## src/rtl/bmc_pkg.sv

```systemverilog
`default_nettype none
// ----------------------------------------------------------------------------
// bmc_pkg
// shared widths, item types and the command/status types that join the
// controller and the datapath
// ----------------------------------------------------------------------------
package bmc_pkg;

  localparam int VALUE_BITS   = 32;
  localparam int MOD_BITS     = 16;
  localparam int DIV_BITS     = (VALUE_BITS > 2 * MOD_BITS) ? VALUE_BITS : 2 * MOD_BITS;
  localparam int DIV_CNT_BITS = $clog2(DIV_BITS);
  localparam int S_BITS       = MOD_BITS + 2;

  typedef struct packed {
    logic [VALUE_BITS-1:0] top_value;
    logic [VALUE_BITS-1:0] choose_value;
    logic [MOD_BITS-1:0]   modulus;
  } in_t;

  typedef struct packed {
    logic [MOD_BITS-1:0] residue;
    logic                invalid;
  } out_t;

  typedef enum logic [5:0] {
    OP_NOP, OP_LOAD, OP_TRY, OP_STRIP, OP_NEXTQ, OP_TAIL,
    OP_LEG_N, OP_LEG_M, OP_LEG_D, OP_LEG_STEP,
    OP_BLK_INIT, OP_BLK_MUL, OP_INC,
    OP_FF_N, OP_FF_M, OP_FF_D, OP_FF_DIVPK, OP_FF_MULPOW, OP_FF_MULI, OP_FF_DIVQ,
    OP_POW_BLK, OP_POW_Q, OP_POW_ACC, OP_POW_SQ,
    OP_R_SET, OP_R_MULPA, OP_R_MULIV,
    OP_INV_F, OP_INV_STEP, OP_INV_FIN,
    OP_CRT_CO, OP_CRT_COMOD, OP_CRT_W, OP_CRT_ADD
  } op_t;

  typedef struct packed {
    logic go;
    op_t  op;
  } cmd_t;

  typedef struct packed {
    logic done;
    logic m_gt_n;
    logic p_lt2;
    logic qsq_le;
    logic rest_gt1;
    logic divz;
    logic pk_gt1;
    logic x_zero;
    logic i_lt_pk;
    logic j_nz;
    logic qt_zero;
    logic qt_lsb;
    logic i_le_rm;
    logic g1_zero;
  } stat_t;

endpackage
`default_nettype wire

```

## src/rtl/binomial_mod_composite.sv

```systemverilog
`default_nettype none
// ----------------------------------------------------------------------------
// binomial_mod_composite
// C(n,m) mod p for any modulus p by prime-power factoring and crt
//
//   channel   ports                      handshake
//   input     start, busy, in_data       taken when start & !busy
//   result    out_strobe, out_data       one cycle, cannot be held off
//
// one item at a time; busy is high from the cycle after start until the
// result strobe. time per item is set by the shared divider, which serves
// every modular divide and multiply, times the length of the factorial
// loops, which run up to each prime power of p; an item ends early when
// m exceeds n or p < 2.
// synchronous active-low reset returns to idle.
// ----------------------------------------------------------------------------
module binomial_mod_composite import bmc_pkg::*; (
  input  wire logic clk,
  input  wire logic rst_n,
  input  wire logic start,
  output logic      busy,
  input  wire in_t  in_data,
  output logic      out_strobe,
  output out_t      out_data
);

  cmd_t  cmd;
  stat_t stat;

  bmc_ctrl u_ctrl (
    .clk        (clk),
    .rst_n      (rst_n),
    .start      (start),
    .stat       (stat),
    .cmd        (cmd),
    .busy       (busy),
    .out_strobe (out_strobe)
  );

  bmc_datapath u_dp (
    .clk     (clk),
    .rst_n   (rst_n),
    .in_data (in_data),
    .cmd     (cmd),
    .stat    (stat),
    .res     (out_data)
  );

endmodule
`default_nettype wire

```

## src/rtl/bmc_div.sv

```systemverilog
`default_nettype none
// ----------------------------------------------------------------------------
// bmc_div
// restoring divider, one quotient bit per cycle
// ----------------------------------------------------------------------------
module bmc_div import bmc_pkg::*; (
  input  wire logic                clk,
  input  wire logic                rst_n,
  input  wire logic                start,
  input  wire logic [DIV_BITS-1:0] dividend,
  input  wire logic [MOD_BITS-1:0] divisor,
  output logic                     done,
  output logic [DIV_BITS-1:0]      quot,
  output logic [MOD_BITS-1:0]      rem
);

  logic                    busy_r;
  logic                    done_r;
  logic [DIV_CNT_BITS-1:0] cnt_r;
  logic [DIV_BITS-1:0]     dvd_r;
  logic [MOD_BITS-1:0]     rem_r;
  logic [MOD_BITS-1:0]     dsr_r;
  logic [MOD_BITS:0]       trial;
  logic                    ge;
  logic [MOD_BITS:0]       diff;
  logic [MOD_BITS-1:0]     rem_nxt;

  always_comb begin
    trial   = {rem_r, dvd_r[DIV_BITS-1]};
    ge      = trial >= {1'b0, dsr_r};
    diff    = trial - {1'b0, dsr_r};
    rem_nxt = ge ? diff[MOD_BITS-1:0] : trial[MOD_BITS-1:0];
  end

  always_ff @(posedge clk) begin
    if (!rst_n) begin
      busy_r <= 1'b0;
      done_r <= 1'b0;
    end else begin
      done_r <= 1'b0;
      if (start) begin
        busy_r <= 1'b1;
        cnt_r  <= '0;
        dvd_r  <= dividend;
        rem_r  <= '0;
        dsr_r  <= divisor;
      end else if (busy_r) begin
        rem_r <= rem_nxt;
        dvd_r <= {dvd_r[DIV_BITS-2:0], ge};
        cnt_r <= cnt_r + 1'b1;
        if (cnt_r == DIV_CNT_BITS'(DIV_BITS - 1)) begin
          busy_r <= 1'b0;
          done_r <= 1'b1;
        end
      end
    end
  end

  assign done = done_r;
  assign quot = dvd_r;
  assign rem  = rem_r;

endmodule
`default_nettype wire

```

## src/rtl/bmc_datapath.sv

```systemverilog
`default_nettype none
// ----------------------------------------------------------------------------
// bmc_datapath
// working registers, multipliers and the shared divider; runs one command
// at a time and reports status back to the controller
// ----------------------------------------------------------------------------
module bmc_datapath import bmc_pkg::*; (
  input  wire logic clk,
  input  wire logic rst_n,
  input  wire in_t  in_data,
  input  wire cmd_t cmd,
  output stat_t     stat,
  output out_t      res
);

  typedef enum logic [2:0] {PH_IDLE, PH_START, PH_DIV, PH_DWAIT, PH_SMUL} ph_t;

  localparam int V = VALUE_BITS;
  localparam int M = MOD_BITS;

  ph_t ph_r;
  op_t op_r;
  logic done_r;

  logic [V-1:0] n_r, m_r, d_r, x_r, e_r, qt_r;
  logic [M-1:0] p_r, rest_r, q_r, pk_r, acc_r, tq_r, blk_r, f_r, i_r, j_r, rm_r;
  logic [M-1:0] pb_r, pa_r, r_r, co_r, iv_r, w_r, g0_r, g1_r, qq_r;
  logic signed [S_BITS-1:0] s0_r, s1_r;
  logic [2*M-1:0] prod_r;
  logic inv_flag_r, divz_r, leg_sub_r;

  logic [M-1:0]        mul_a, mul_b, mod_sel;
  logic [DIV_BITS-1:0] div_dvd;
  logic [M-1:0]        div_dsr;
  logic                div_start, div_done;
  logic [DIV_BITS-1:0] div_quot;
  logic [M-1:0]        div_rem;
  logic [2*M-1:0]      qsq, pkq;
  logic [M:0]          csum, csub, j_inc;
  logic signed [S_BITS-1:0] s_nxt, s0_adj;

  function automatic logic is_mm(op_t op);
    case (op)
      OP_BLK_MUL, OP_POW_ACC, OP_POW_SQ, OP_FF_MULPOW, OP_FF_MULI,
      OP_R_MULPA, OP_R_MULIV, OP_CRT_W, OP_CRT_ADD: is_mm = 1'b1;
      default: is_mm = 1'b0;
    endcase
  endfunction

  function automatic logic is_div(op_t op);
    case (op)
      OP_TRY, OP_FF_DIVPK, OP_FF_DIVQ, OP_LEG_STEP, OP_INV_STEP,
      OP_CRT_CO, OP_CRT_COMOD: is_div = 1'b1;
      default: is_div = 1'b0;
    endcase
  endfunction

  always_comb begin
    mul_a = '0;
    mul_b = '0;
    case (op_r)
      OP_BLK_MUL:   begin mul_a = blk_r; mul_b = i_r;  end
      OP_POW_ACC:   begin mul_a = pa_r;  mul_b = pb_r; end
      OP_POW_SQ:    begin mul_a = pb_r;  mul_b = pb_r; end
      OP_FF_MULPOW: begin mul_a = f_r;   mul_b = pa_r; end
      OP_FF_MULI:   begin mul_a = f_r;   mul_b = i_r;  end
      OP_R_MULPA:   begin mul_a = r_r;   mul_b = pa_r; end
      OP_R_MULIV:   begin mul_a = r_r;   mul_b = iv_r; end
      OP_CRT_W:     begin mul_a = co_r;  mul_b = iv_r; end
      OP_CRT_ADD:   begin mul_a = w_r;   mul_b = r_r;  end
      default: ;
    endcase
    mod_sel = (op_r == OP_CRT_W || op_r == OP_CRT_ADD) ? p_r : pk_r;
    div_dvd = DIV_BITS'(prod_r);
    div_dsr = mod_sel;
    case (op_r)
      OP_TRY:       begin div_dvd = DIV_BITS'(rest_r); div_dsr = q_r;  end
      OP_FF_DIVPK:  begin div_dvd = DIV_BITS'(x_r);    div_dsr = pk_r; end
      OP_FF_DIVQ:   begin div_dvd = DIV_BITS'(x_r);    div_dsr = q_r;  end
      OP_LEG_STEP:  begin div_dvd = DIV_BITS'(x_r);    div_dsr = q_r;  end
      OP_INV_STEP:  begin div_dvd = DIV_BITS'(g0_r);   div_dsr = g1_r; end
      OP_CRT_CO:    begin div_dvd = DIV_BITS'(p_r);    div_dsr = pk_r; end
      OP_CRT_COMOD: begin div_dvd = DIV_BITS'(co_r);   div_dsr = pk_r; end
      default: ;
    endcase
    div_start = (ph_r == PH_START && is_div(op_r)) || ph_r == PH_DIV;
    qsq    = q_r * q_r;
    pkq    = pk_r * q_r;
    csum   = {1'b0, acc_r} + {1'b0, div_rem};
    csub   = csum - {1'b0, p_r};
    j_inc  = {1'b0, j_r} + 1'b1;
    s_nxt  = s0_r - ($signed({2'b00, qq_r}) * s1_r);
    s0_adj = s0_r + $signed({2'b00, pk_r});
  end

  bmc_div u_div (
    .clk      (clk),
    .rst_n    (rst_n),
    .start    (div_start),
    .dividend (div_dvd),
    .divisor  (div_dsr),
    .done     (div_done),
    .quot     (div_quot),
    .rem      (div_rem)
  );

  always_ff @(posedge clk) begin
    if (!rst_n) begin
      ph_r   <= PH_IDLE;
      done_r <= 1'b0;
      op_r   <= OP_NOP;
    end else begin
      done_r <= 1'b0;
      case (ph_r)
        PH_IDLE: begin
          if (cmd.go) begin
            if (cmd.op == OP_LOAD) begin
              n_r        <= in_data.top_value;
              m_r        <= in_data.choose_value;
              p_r        <= in_data.modulus;
              d_r        <= in_data.top_value - in_data.choose_value;
              inv_flag_r <= in_data.choose_value > in_data.top_value;
              acc_r      <= '0;
              rest_r     <= in_data.modulus;
              q_r        <= M'(2);
              pk_r       <= M'(1);
              done_r     <= 1'b1;
            end else begin
              op_r <= cmd.op;
              ph_r <= PH_START;
            end
          end
        end
        PH_START: begin
          if (is_mm(op_r)) begin
            prod_r <= mul_a * mul_b;
            ph_r   <= PH_DIV;
          end else if (is_div(op_r)) begin
            ph_r <= PH_DWAIT;
          end else begin
            case (op_r)
              OP_STRIP:    begin rest_r <= tq_r; pk_r <= pkq[M-1:0]; end
              OP_NEXTQ:    begin q_r <= q_r + 1'b1; pk_r <= M'(1); end
              OP_TAIL:     begin q_r <= rest_r; pk_r <= rest_r; end
              OP_LEG_N:    begin x_r <= n_r; e_r <= '0; leg_sub_r <= 1'b0; end
              OP_LEG_M:    begin x_r <= m_r; leg_sub_r <= 1'b1; end
              OP_LEG_D:    begin x_r <= d_r; leg_sub_r <= 1'b1; end
              OP_BLK_INIT: begin blk_r <= M'(1); i_r <= M'(1); j_r <= M'(1); end
              OP_INC: begin
                i_r <= i_r + 1'b1;
                j_r <= (j_inc == {1'b0, q_r}) ? '0 : j_inc[M-1:0];
              end
              OP_FF_N:     begin x_r <= n_r; f_r <= M'(1); end
              OP_FF_M:     begin x_r <= m_r; f_r <= M'(1); end
              OP_FF_D:     begin x_r <= d_r; f_r <= M'(1); end
              OP_POW_BLK:  begin pb_r <= blk_r; pa_r <= M'(1); end
              OP_POW_Q:    begin pb_r <= q_r; pa_r <= M'(1); qt_r <= e_r; end
              OP_R_SET:    r_r <= f_r;
              OP_INV_F: begin
                g0_r <= pk_r;
                g1_r <= f_r;
                s0_r <= '0;
                s1_r <= S_BITS'(1);
              end
              OP_INV_FIN:  iv_r <= s0_r[S_BITS-1] ? s0_adj[M-1:0] : s0_r[M-1:0];
              default: ;
            endcase
            done_r <= 1'b1;
            ph_r   <= PH_IDLE;
          end
        end
        PH_DIV: ph_r <= PH_DWAIT;
        PH_DWAIT: begin
          if (div_done) begin
            if (op_r == OP_INV_STEP) begin
              ph_r <= PH_SMUL;
            end else begin
              done_r <= 1'b1;
              ph_r   <= PH_IDLE;
            end
            case (op_r)
              OP_BLK_MUL:   blk_r <= div_rem;
              OP_POW_ACC:   pa_r <= div_rem;
              OP_POW_SQ:    begin pb_r <= div_rem; qt_r <= qt_r >> 1; end
              OP_FF_MULPOW: begin f_r <= div_rem; i_r <= M'(1); j_r <= M'(1); end
              OP_FF_MULI:   f_r <= div_rem;
              OP_R_MULPA:   r_r <= div_rem;
              OP_R_MULIV:   r_r <= div_rem;
              OP_CRT_W:     w_r <= div_rem;
              OP_CRT_ADD:   acc_r <= (csum >= {1'b0, p_r}) ? csub[M-1:0] : csum[M-1:0];
              OP_TRY:       begin tq_r <= div_quot[M-1:0]; divz_r <= div_rem == '0; end
              OP_FF_DIVPK:  begin qt_r <= div_quot[V-1:0]; rm_r <= div_rem; end
              OP_FF_DIVQ:   x_r <= div_quot[V-1:0];
              OP_LEG_STEP: begin
                x_r <= div_quot[V-1:0];
                e_r <= leg_sub_r ? e_r - div_quot[V-1:0] : e_r + div_quot[V-1:0];
              end
              OP_INV_STEP: begin
                qq_r <= div_quot[M-1:0];
                g0_r <= g1_r;
                g1_r <= div_rem;
              end
              OP_CRT_CO:    co_r <= div_quot[M-1:0];
              OP_CRT_COMOD: begin
                g0_r <= pk_r;
                g1_r <= div_rem;
                s0_r <= '0;
                s1_r <= S_BITS'(1);
              end
              default: ;
            endcase
          end
        end
        PH_SMUL: begin
          s0_r   <= s1_r;
          s1_r   <= s_nxt;
          done_r <= 1'b1;
          ph_r   <= PH_IDLE;
        end
        default: ph_r <= PH_IDLE;
      endcase
    end
  end

  always_comb begin
    stat.done     = done_r;
    stat.m_gt_n   = inv_flag_r;
    stat.p_lt2    = p_r < M'(2);
    stat.qsq_le   = qsq <= (2*M)'(rest_r);
    stat.rest_gt1 = rest_r > M'(1);
    stat.divz     = divz_r;
    stat.pk_gt1   = pk_r > M'(1);
    stat.x_zero   = x_r == '0;
    stat.i_lt_pk  = i_r < pk_r;
    stat.j_nz     = j_r != '0;
    stat.qt_zero  = qt_r == '0;
    stat.qt_lsb   = qt_r[0];
    stat.i_le_rm  = i_r <= rm_r;
    stat.g1_zero  = g1_r == '0;
    res.residue   = acc_r;
    res.invalid   = inv_flag_r;
  end

endmodule
`default_nettype wire

```

## src/rtl/bmc_ctrl.sv

```systemverilog
`default_nettype none
// ----------------------------------------------------------------------------
// bmc_ctrl
// sequencer: factor loop, legendre sums, factorial residues, powers,
// inverses and the crt join, one datapath command at a time
// ----------------------------------------------------------------------------
module bmc_ctrl import bmc_pkg::*; (
  input  wire logic  clk,
  input  wire logic  rst_n,
  input  wire logic  start,
  input  wire stat_t stat,
  output cmd_t       cmd,
  output logic       busy,
  output logic       out_strobe
);

  typedef enum logic [5:0] {
    S_IDLE, S_LOAD, S_CHKQ, S_TRY, S_STRIP, S_NEXTQ, S_TAIL,
    S_LEGN, S_LEGM, S_LEGD, S_LEGS,
    S_BLKI, S_BLKC, S_BLKM, S_BLKINC,
    S_FFI, S_FFC, S_FFDIV, S_FFMP, S_FFRC, S_FFMI, S_FFINC, S_FFDQ,
    S_POWB, S_POWQ, S_POWC, S_POWA, S_POWS,
    S_RSET, S_RMP, S_RMIV,
    S_INVF, S_INVC, S_INVS, S_INVE,
    S_CRTCO, S_CRTM, S_CRTW, S_CRTA
  } state_t;

  typedef enum logic [1:0] {CX_N, CX_M, CX_D, CX_CRT} ctx_t;

  state_t state_r;
  ctx_t   ctx_r;
  logic   wait_r, strobe_r, powq_r, tail_r;
  op_t    op_s;

  always_comb begin
    case (state_r)
      S_LOAD:   op_s = OP_LOAD;
      S_TRY:    op_s = OP_TRY;
      S_STRIP:  op_s = OP_STRIP;
      S_NEXTQ:  op_s = OP_NEXTQ;
      S_TAIL:   op_s = OP_TAIL;
      S_LEGN:   op_s = OP_LEG_N;
      S_LEGM:   op_s = OP_LEG_M;
      S_LEGD:   op_s = OP_LEG_D;
      S_LEGS:   op_s = OP_LEG_STEP;
      S_BLKI:   op_s = OP_BLK_INIT;
      S_BLKM:   op_s = OP_BLK_MUL;
      S_BLKINC: op_s = OP_INC;
      S_FFI:    op_s = (ctx_r == CX_N) ? OP_FF_N : ((ctx_r == CX_M) ? OP_FF_M : OP_FF_D);
      S_FFDIV:  op_s = OP_FF_DIVPK;
      S_FFMP:   op_s = OP_FF_MULPOW;
      S_FFMI:   op_s = OP_FF_MULI;
      S_FFINC:  op_s = OP_INC;
      S_FFDQ:   op_s = OP_FF_DIVQ;
      S_POWB:   op_s = OP_POW_BLK;
      S_POWQ:   op_s = OP_POW_Q;
      S_POWA:   op_s = OP_POW_ACC;
      S_POWS:   op_s = OP_POW_SQ;
      S_RSET:   op_s = OP_R_SET;
      S_RMP:    op_s = OP_R_MULPA;
      S_RMIV:   op_s = OP_R_MULIV;
      S_INVF:   op_s = OP_INV_F;
      S_INVS:   op_s = OP_INV_STEP;
      S_INVE:   op_s = OP_INV_FIN;
      S_CRTCO:  op_s = OP_CRT_CO;
      S_CRTM:   op_s = OP_CRT_COMOD;
      S_CRTW:   op_s = OP_CRT_W;
      S_CRTA:   op_s = OP_CRT_ADD;
      default:  op_s = OP_NOP;
    endcase
    cmd.go = (state_r == S_IDLE) ? start : !wait_r;
    cmd.op = (state_r == S_IDLE) ? OP_LOAD : op_s;
  end

  always_ff @(posedge clk) begin
    if (!rst_n) begin
      state_r  <= S_IDLE;
      ctx_r    <= CX_N;
      wait_r   <= 1'b0;
      strobe_r <= 1'b0;
      powq_r   <= 1'b0;
      tail_r   <= 1'b0;
    end else begin
      strobe_r <= 1'b0;
      if (state_r == S_IDLE) begin
        if (start) begin
          state_r <= S_LOAD;
          wait_r  <= 1'b1;
          tail_r  <= 1'b0;
        end
      end else if (!wait_r) begin
        wait_r <= 1'b1;
      end else if (stat.done) begin
        wait_r <= 1'b0;
        case (state_r)
          S_LOAD: begin
            if (stat.m_gt_n || stat.p_lt2) begin
              state_r  <= S_IDLE;
              strobe_r <= 1'b1;
            end else begin
              state_r <= S_CHKQ;
            end
          end
          S_CHKQ: begin
            if (stat.qsq_le) begin
              state_r <= S_TRY;
            end else if (stat.rest_gt1) begin
              state_r <= S_TAIL;
            end else begin
              state_r  <= S_IDLE;
              strobe_r <= 1'b1;
            end
          end
          S_TRY: begin
            if (stat.divz) begin
              state_r <= S_STRIP;
            end else if (stat.pk_gt1) begin
              state_r <= S_LEGN;
            end else begin
              state_r <= S_NEXTQ;
            end
          end
          S_STRIP: state_r <= S_TRY;
          S_NEXTQ: state_r <= S_CHKQ;
          S_TAIL: begin
            tail_r  <= 1'b1;
            state_r <= S_LEGN;
          end
          S_LEGN, S_LEGM, S_LEGD, S_LEGS: begin
            if (!stat.x_zero) begin
              state_r <= S_LEGS;
              if (state_r == S_LEGN) begin
                ctx_r <= CX_N;
              end
            end else if (state_r == S_LEGN || (state_r == S_LEGS && ctx_r == CX_N)) begin
              ctx_r   <= CX_M;
              state_r <= S_LEGM;
            end else if (ctx_r == CX_M) begin
              ctx_r   <= CX_D;
              state_r <= S_LEGD;
            end else begin
              state_r <= S_BLKI;
            end
          end
          S_BLKI: state_r <= S_BLKC;
          S_BLKC: begin
            if (stat.i_lt_pk) begin
              state_r <= stat.j_nz ? S_BLKM : S_BLKINC;
            end else begin
              ctx_r   <= CX_N;
              state_r <= S_FFI;
            end
          end
          S_BLKM:   state_r <= S_BLKINC;
          S_BLKINC: state_r <= S_BLKC;
          S_FFI:    state_r <= S_FFC;
          S_FFC: begin
            if (!stat.x_zero) begin
              state_r <= S_FFDIV;
            end else if (ctx_r == CX_N) begin
              state_r <= S_RSET;
            end else begin
              state_r <= S_INVF;
            end
          end
          S_FFDIV: begin
            powq_r  <= 1'b0;
            state_r <= S_POWB;
          end
          S_POWB, S_POWQ: state_r <= S_POWC;
          S_POWC: begin
            if (!stat.qt_zero) begin
              state_r <= stat.qt_lsb ? S_POWA : S_POWS;
            end else begin
              state_r <= powq_r ? S_RMP : S_FFMP;
            end
          end
          S_POWA: state_r <= S_POWS;
          S_POWS: state_r <= S_POWC;
          S_FFMP: state_r <= S_FFRC;
          S_FFRC: begin
            if (stat.i_le_rm) begin
              state_r <= stat.j_nz ? S_FFMI : S_FFINC;
            end else begin
              state_r <= S_FFDQ;
            end
          end
          S_FFMI:  state_r <= S_FFINC;
          S_FFINC: state_r <= S_FFRC;
          S_FFDQ:  state_r <= S_FFC;
          S_RSET: begin
            powq_r  <= 1'b1;
            state_r <= S_POWQ;
          end
          S_RMP: begin
            ctx_r   <= CX_M;
            state_r <= S_FFI;
          end
          S_INVF: state_r <= S_INVC;
          S_INVC: state_r <= stat.g1_zero ? S_INVE : S_INVS;
          S_INVS: state_r <= S_INVC;
          S_INVE: state_r <= (ctx_r == CX_CRT) ? S_CRTW : S_RMIV;
          S_RMIV: begin
            if (ctx_r == CX_M) begin
              ctx_r   <= CX_D;
              state_r <= S_FFI;
            end else begin
              state_r <= S_CRTCO;
            end
          end
          S_CRTCO: state_r <= S_CRTM;
          S_CRTM: begin
            ctx_r   <= CX_CRT;
            state_r <= S_INVC;
          end
          S_CRTW: state_r <= S_CRTA;
          S_CRTA: begin
            if (tail_r) begin
              state_r  <= S_IDLE;
              strobe_r <= 1'b1;
            end else begin
              state_r <= S_NEXTQ;
            end
          end
          default: state_r <= S_IDLE;
        endcase
      end
    end
  end

  assign busy       = state_r != S_IDLE;
  assign out_strobe = strobe_r;

endmodule
`default_nettype wire
```

## config.mk

```make
export PLATFORM = sky130hd
export DESIGN_NAME = binomial_mod_composite
export DESIGN_NICKNAME = d
export VERILOG_FILES = /design/src/rtl/bmc_pkg.sv /design/src/rtl/binomial_mod_composite.sv /design/src/rtl/bmc_div.sv /design/src/rtl/bmc_datapath.sv /design/src/rtl/bmc_ctrl.sv
export SDC_FILE = /design/constraint.sdc
export NUM_CORES = 2
export LEC_CHECK = 0
export BUFFER_PORTS_ARGS = -buffer_cell sky130_fd_sc_hd__buf_4
export CAP_MARGIN = 20
export CORE_MARGIN = 8
export CORE_UTILIZATION = 25
export CTS_CLUSTER_SIZE = 16
export DETAILED_ROUTE_END_ITERATION = 7
export PLACE_DENSITY = 0.51
export SYNTH_ARGS = -nofsm -noshare
export SYNTH_HDL_FRONTEND = slang
export SYNTH_HIERARCHICAL = 1
export SYNTH_SLANG_ARGS = --single-unit
export TNS_END_PERCENT = 20
```

## constraint.sdc

```tcl
create_clock -name clk -period 24.3 [get_ports clk]
set_input_delay 4.86 -clock clk [delete_from_list [all_inputs] [get_ports clk]]
set_output_delay 4.86 -clock clk [all_outputs]
set_load 0.01 [all_outputs]
```

; After elaboration in Yosys (flattened, before gate mapping)
; Cells that the tools add are included.
[op_classes]
add_sub_neg = 12
mul = 4
n_lt_le_gt_ge = 9
n_eq_ne = 114
n_mux = 197
bitwise = 8
reduce_logical = 88
[op_table]
columns = op, count
row1 = 16-bit 2-to-1 mux, 62
row2 = 16-bit one-hot mux with 2 select lines, 18
row3 = 32-bit 2-to-1 mux, 16
row4 = 32-bit one-hot mux with 2 select lines, 4
row5 = "6-bit by 5-bit == test with 1-bit output, second input constant", 32
row6 = 6-bit one-hot mux with 31 select lines, 1
row7 = 18-bit 2-to-1 mux, 10
row8 = 6-bit one-hot mux with 28 select lines, 1
row9 = 32-bit one-hot mux with 5 select lines, 1
row10 = 16-bit one-hot mux with 7 select lines, 1
row11 = 18-bit one-hot mux with 3 select lines, 2
row12 = 7-bit AND reduction, 15
row13 = "6-bit by 4-bit == test with 1-bit output, second input constant", 16
row14 = 6-bit 2-to-1 mux, 16
row15 = 16-bit one-hot mux with 3 select lines, 2
row16 = 32-bit one-hot mux with 3 select lines, 1
row17 = 16-bit one-hot mux with 5 select lines, 1
row18 = 32-bit logical NOT, 2
row19 = 16-bit by 16-bit multiplier with 32-bit output, 2
row20 = 32-bit subtractor, 2
row21 = "6-bit == test, second input constant", 9
row22 = "2-bit inequality test, second input constant", 25
row23 = "6-bit by 3-bit == test with 1-bit output, second input constant", 8
row24 = 17-bit by 16-bit >= comparator with 1-bit output, 2
row25 = other kinds (63), 183
[word_totals]
ff_bits = 676
in_bits = 83
word_cells = 479

; Longest topological paths before layout
[logic_depth]
depth_word = 11
mapped_depth = 33
ltp_nobuf = 31

; Hierarchy
; Netlist, hierarchy kept.
[by_module_without_submodules]
columns = module, n_inst, cells_per_inst, area_each_um2, seq_area_each_um2
row1 = bmc_datapath, 1, 5960, 57715.4, 17707.0
row2 = bmc_div, 1, 308, 3787.4, 2112.0
row3 = bmc_ctrl, 1, 276, 1793.0, 240.2

; Worst setup path after synthesis
; Ideal clock, no wire load.
[synth_timing]
path_type = input -> register
start = input start
end = register u_dp.d_r[0] (enable)
setup_time_ps = 486
t_arrival_ps = 8248
required_time_ps = 23814
setup_slack_ps = 15566
cell_stages = 5
path_buffers = 0
cell_sequence = nand3_1 o21ai_0 inv_1 nor2_1 and3_1
[synth_lines]
columns = element, line
row1 = "start, declared", binomial_mod_composite.sv:20  ; input wire logic start,
row2 = "end signal, assigned", bmc_datapath.sv:121  ; d_r <= in_data.top_value - in_data.choose_value;
row3 = "end, declared", bmc_datapath.sv:25  ; logic [V-1:0] n_r, m_r, d_r, x_r, e_r, qt_r;

==> summary.md <==
| Metric | Value |
|---|---|
| TritonCTS clock tree | `yes` |
| Post-synth top cells | `inv_1 (903), nand2_1 (819), edfxtp_1 (652)` |
| Met1 wire length | `97.11 mm` |
| Leakage power | `~0.030 µW` |
| Status | `finished, final reports clean` |
| Top cell by count, worst path | `fa_1` |
| Maxcap violations | `0` |
| Initial DRC Count | `approximately 4800` |
| Layout cells sized above 1 | `7.779%` |
| CP max stage cell | `edfxtp_1` |
| Routed vias | `around 50000` |
| Total track usage | `15.68%` |
| Initial antenna violation count | `13` |
| EDFF count, synth | `between 600 and 700` |
| CTS buffer count | `81` |
| Fin. Hold Viols | `0` |
| Starting Density | `25.15%` |
| Power Dens Cells | `approximately 110 nW/µm²` |
| DRC viols | `0` |
| Port Buffers | `approximately 100` |
| Fmax | `approximately 0.11 GHz` |
| Setup_tns | `0 ns` |
| Placed cell area | `68250 µm²` |
| Worst vdd ir | `0.2420 mV` |
| Delay of the slowest critical-path stage | `~0.83 ns` |
| Top delay family on crit path | `adder cells` |
| Crit path kind | `reg -> reg` |
| Yosys cell types | `around 110` |
| Final Max Tran Viols | `0` |
| CTS resizes | `0` |
| Die X | `about 520 µm` |
| DR WL/cell | `between 20 and 25 µm` |
| Layout area overhead | `12.46%` |
| Minimum clock period | `about 9.3 ns` |
| Warnings from Yosys | `6` |
| Clk slew on worst S/H paths | `roughly 0.060 ns` |
| Register area share after synthesis | `roughly a third` |
| Hold Path Class | `reg -> reg` |
| Die area | `roughly 270000 µm²` |
| Syn avg cell area | `roughly 9.7 µm²` |
| Vias in the first global route | `a little under 50000` |
| Post-synth ARST share | `0%` |
| # setup viols final | `0` |
| Yosys top cell by area | `edfxtp_1` |
| I/O pin count | `around 100` |
| Unrepaired setup endpoints after global routing | `false` |
| Total clock sinks | `slightly below 700` |
| Ys flop type | `edfxtp_1` |
| Buf+Inv Stages, Crit Path | `5` |
| Post-Syn Nets | `between 7000 and 8000` |
| Top-count cell post-synth | `inv_1` |
| Total wire length | `around 220 mm` |
| Synthesized area | `roughly 63000 µm²` |
| Setup Fix Bufs, Post-CTS | `0` |
| Worst EP arrival | `around 10 ns` |
| Clock buffer depth | `3` |
| Core area | `251600 µm²` |
| Routed Antenna Nets | `0` |
| CP startpoint kind | `flop` |
| Max transition margin | `between 20% and 30%` |
| Top Metal Used | `met5` |
| Met2 wire len | `around 95 mm` |
| Num rows | `approximately 180` |
| CP max FO | `15` |
| Flops & latches, synth | `between 600 and 700` |
| Grt ovf | `0` |
| Largest net degree at the start of global routing | `73` |
| Die H | `~520 µm` |
| CP endpoint kind | `flop` |
| H-tree depth | `3` |
| Nets | `between 7000 and 8000` |
| Clock Latency Late Sink | `0.69 ns` |
| Hold buffer count at CTS | `0` |
| GP Congestion | `slightly above 0.9` |
| Final Skew | `roughly 0.026 ns` |
| Cell area after layout | `~70000 µm²` |
| Wire length on met3 | `roughly 18 mm` |
| Period utilization | `38.22%` |
| Ranking of synthesized cells by area | `edfxtp_1 (31%), fa_1 (18%), ha_1 (9.8%)` |
| Data required, critical path | `about 25 ns` |
| DR pass1 iterations | `8` |
| Synth Instances | `~6500` |
| Hpwl dp | `between 150 and 200 mm` |
| Worst-Margin Slew | `around 1.2 ns` |
| Post-DR vias/cell | `around 5.0` |
| Post-synth top area share | `a little under a third` |
| Clk root buf | `clkbuf_16` |
| First-pass GRT wire length | `about 330 mm` |
[registers in the layout, summed over array words and instances, names as in the netlist, 18 cells and up]
name             count
u_dp/d_r            32
u_dp/e_r            32
u_dp/m_r            32
u_dp/n_r            32
u_dp/prod_r         32
u_dp/qt_r           32
u_dp/s0_r           18
u_dp/s1_r           18
u_dp/u_div/quot     32
u_dp/x_r            32
[layer usage]
metal,vias up,GRT usage (%)
met2,2066,24.44
met4,6,5.169
met3,353,2.776
met1,24770,21.98
met5,-,0
li1,22320,-
[cell usage in the layout (no fill, tap or decap), types with 87 or more instances in the layout]
| master | instances |
|---|---|
| a21oi_1 | 254 |
| and2_1 | 182 |
| buf_4 | 220 |
| edfxtp_1 | 652 |
| fa_1 | 571 |
| ha_1 | 496 |
| inv_1 | 903 |
| nand2_1 | 816 |
| nand3_1 | 87 |
| nor2_1 | 540 |
| o21ai_0 | 192 |
| xnor2_1 | 232 |
| xor2_1 | 91 |
[worst reg2reg max path: cells and delay by family (launching register included)]
kind | cells | cell delay (ns)
buffers and inverters | 5 | 0.99
adder cells (fa/ha/maj) | 8 | 3.15
flip-flops | 1 | 0.83
AO/OA/AOI/OAI | 10 | 2.52
AND/OR/NAND/NOR | 4 | 1.51
XOR/XNOR | 1 | 0.19
[path summary, 6_finish.rpt]
check                               start                              to  slack (ns)  cells after the start
max reg2reg     u_dp/q_r[3]$_SDFFCE_PN0P_  u_ctrl/state_r[2]$_SDFFE_PN0P_       15.01                     28
min          u_dp/u_div/busy_r$_SDFF_PN0_      u_dp/u_div/done$_SDFF_PP0_        0.52                      1
min reg2reg  u_dp/u_div/busy_r$_SDFF_PN0_      u_dp/u_div/done$_SDFF_PP0_        0.52                      1
max             u_dp/q_r[3]$_SDFFCE_PN0P_  u_ctrl/state_r[2]$_SDFFE_PN0P_       15.01                     28
[per-stage QoR]
step	setup slack, ns	instances	total power, µW	hold WS [ns]	util [%]
floorplan	15.57	6544	5258	0.4709	-
global placement	15.14	9837	6315	0.5040	27.12
detailed placement	14.93	9838	6362	0.4950	27.12
CTS	14.91	9988	7714	0.5111	28.23
global route	14.57	9995	8393	0.5311	28.28
finish	15.01	9999	7664	0.5159	28.29
[power by group]
group          internal, µW  leakage [µW]  total [µW]  switching, µW
combinational          2110        0.0224        4930           2830
clock                   752       0.00134        1300            551
sequential             1350       0.00619        1430           80.4
total                  4200        0.0299        7660           3460
[cell type report]
cell class	instances	area, µm²
clock inverter	52	630.6
tap	3348	4189
multi-input combinational	4682	38910
timing repair buffer	227	1797
antenna	5	12.51
fill	26420	180400
inverter	911	3420
clock buffer	98	2163
sequential	676	20060
[cells by family (layout without fill, tap and decap cells)]
| group | count (synthesis) | after routing | share of synthesized area, % |
|---|---|---|---|
| buffers and inverters | 1186 | 1288 | 7.162 |
| adder cells (fa/ha/maj) | 1068 | 1068 | 27.88 |
| other | 0 | 5 | 0 |
| flip-flops | 676 | 676 | 31.69 |
| XOR/XNOR | 323 | 323 | 4.469 |
| AND/OR/NAND/NOR | 2065 | 2065 | 14.89 |
| multiplexers | 95 | 95 | 1.611 |
| AO/OA/AOI/OAI | 1131 | 1131 | 12.29 |
Power figures use the tool's default switching activity.
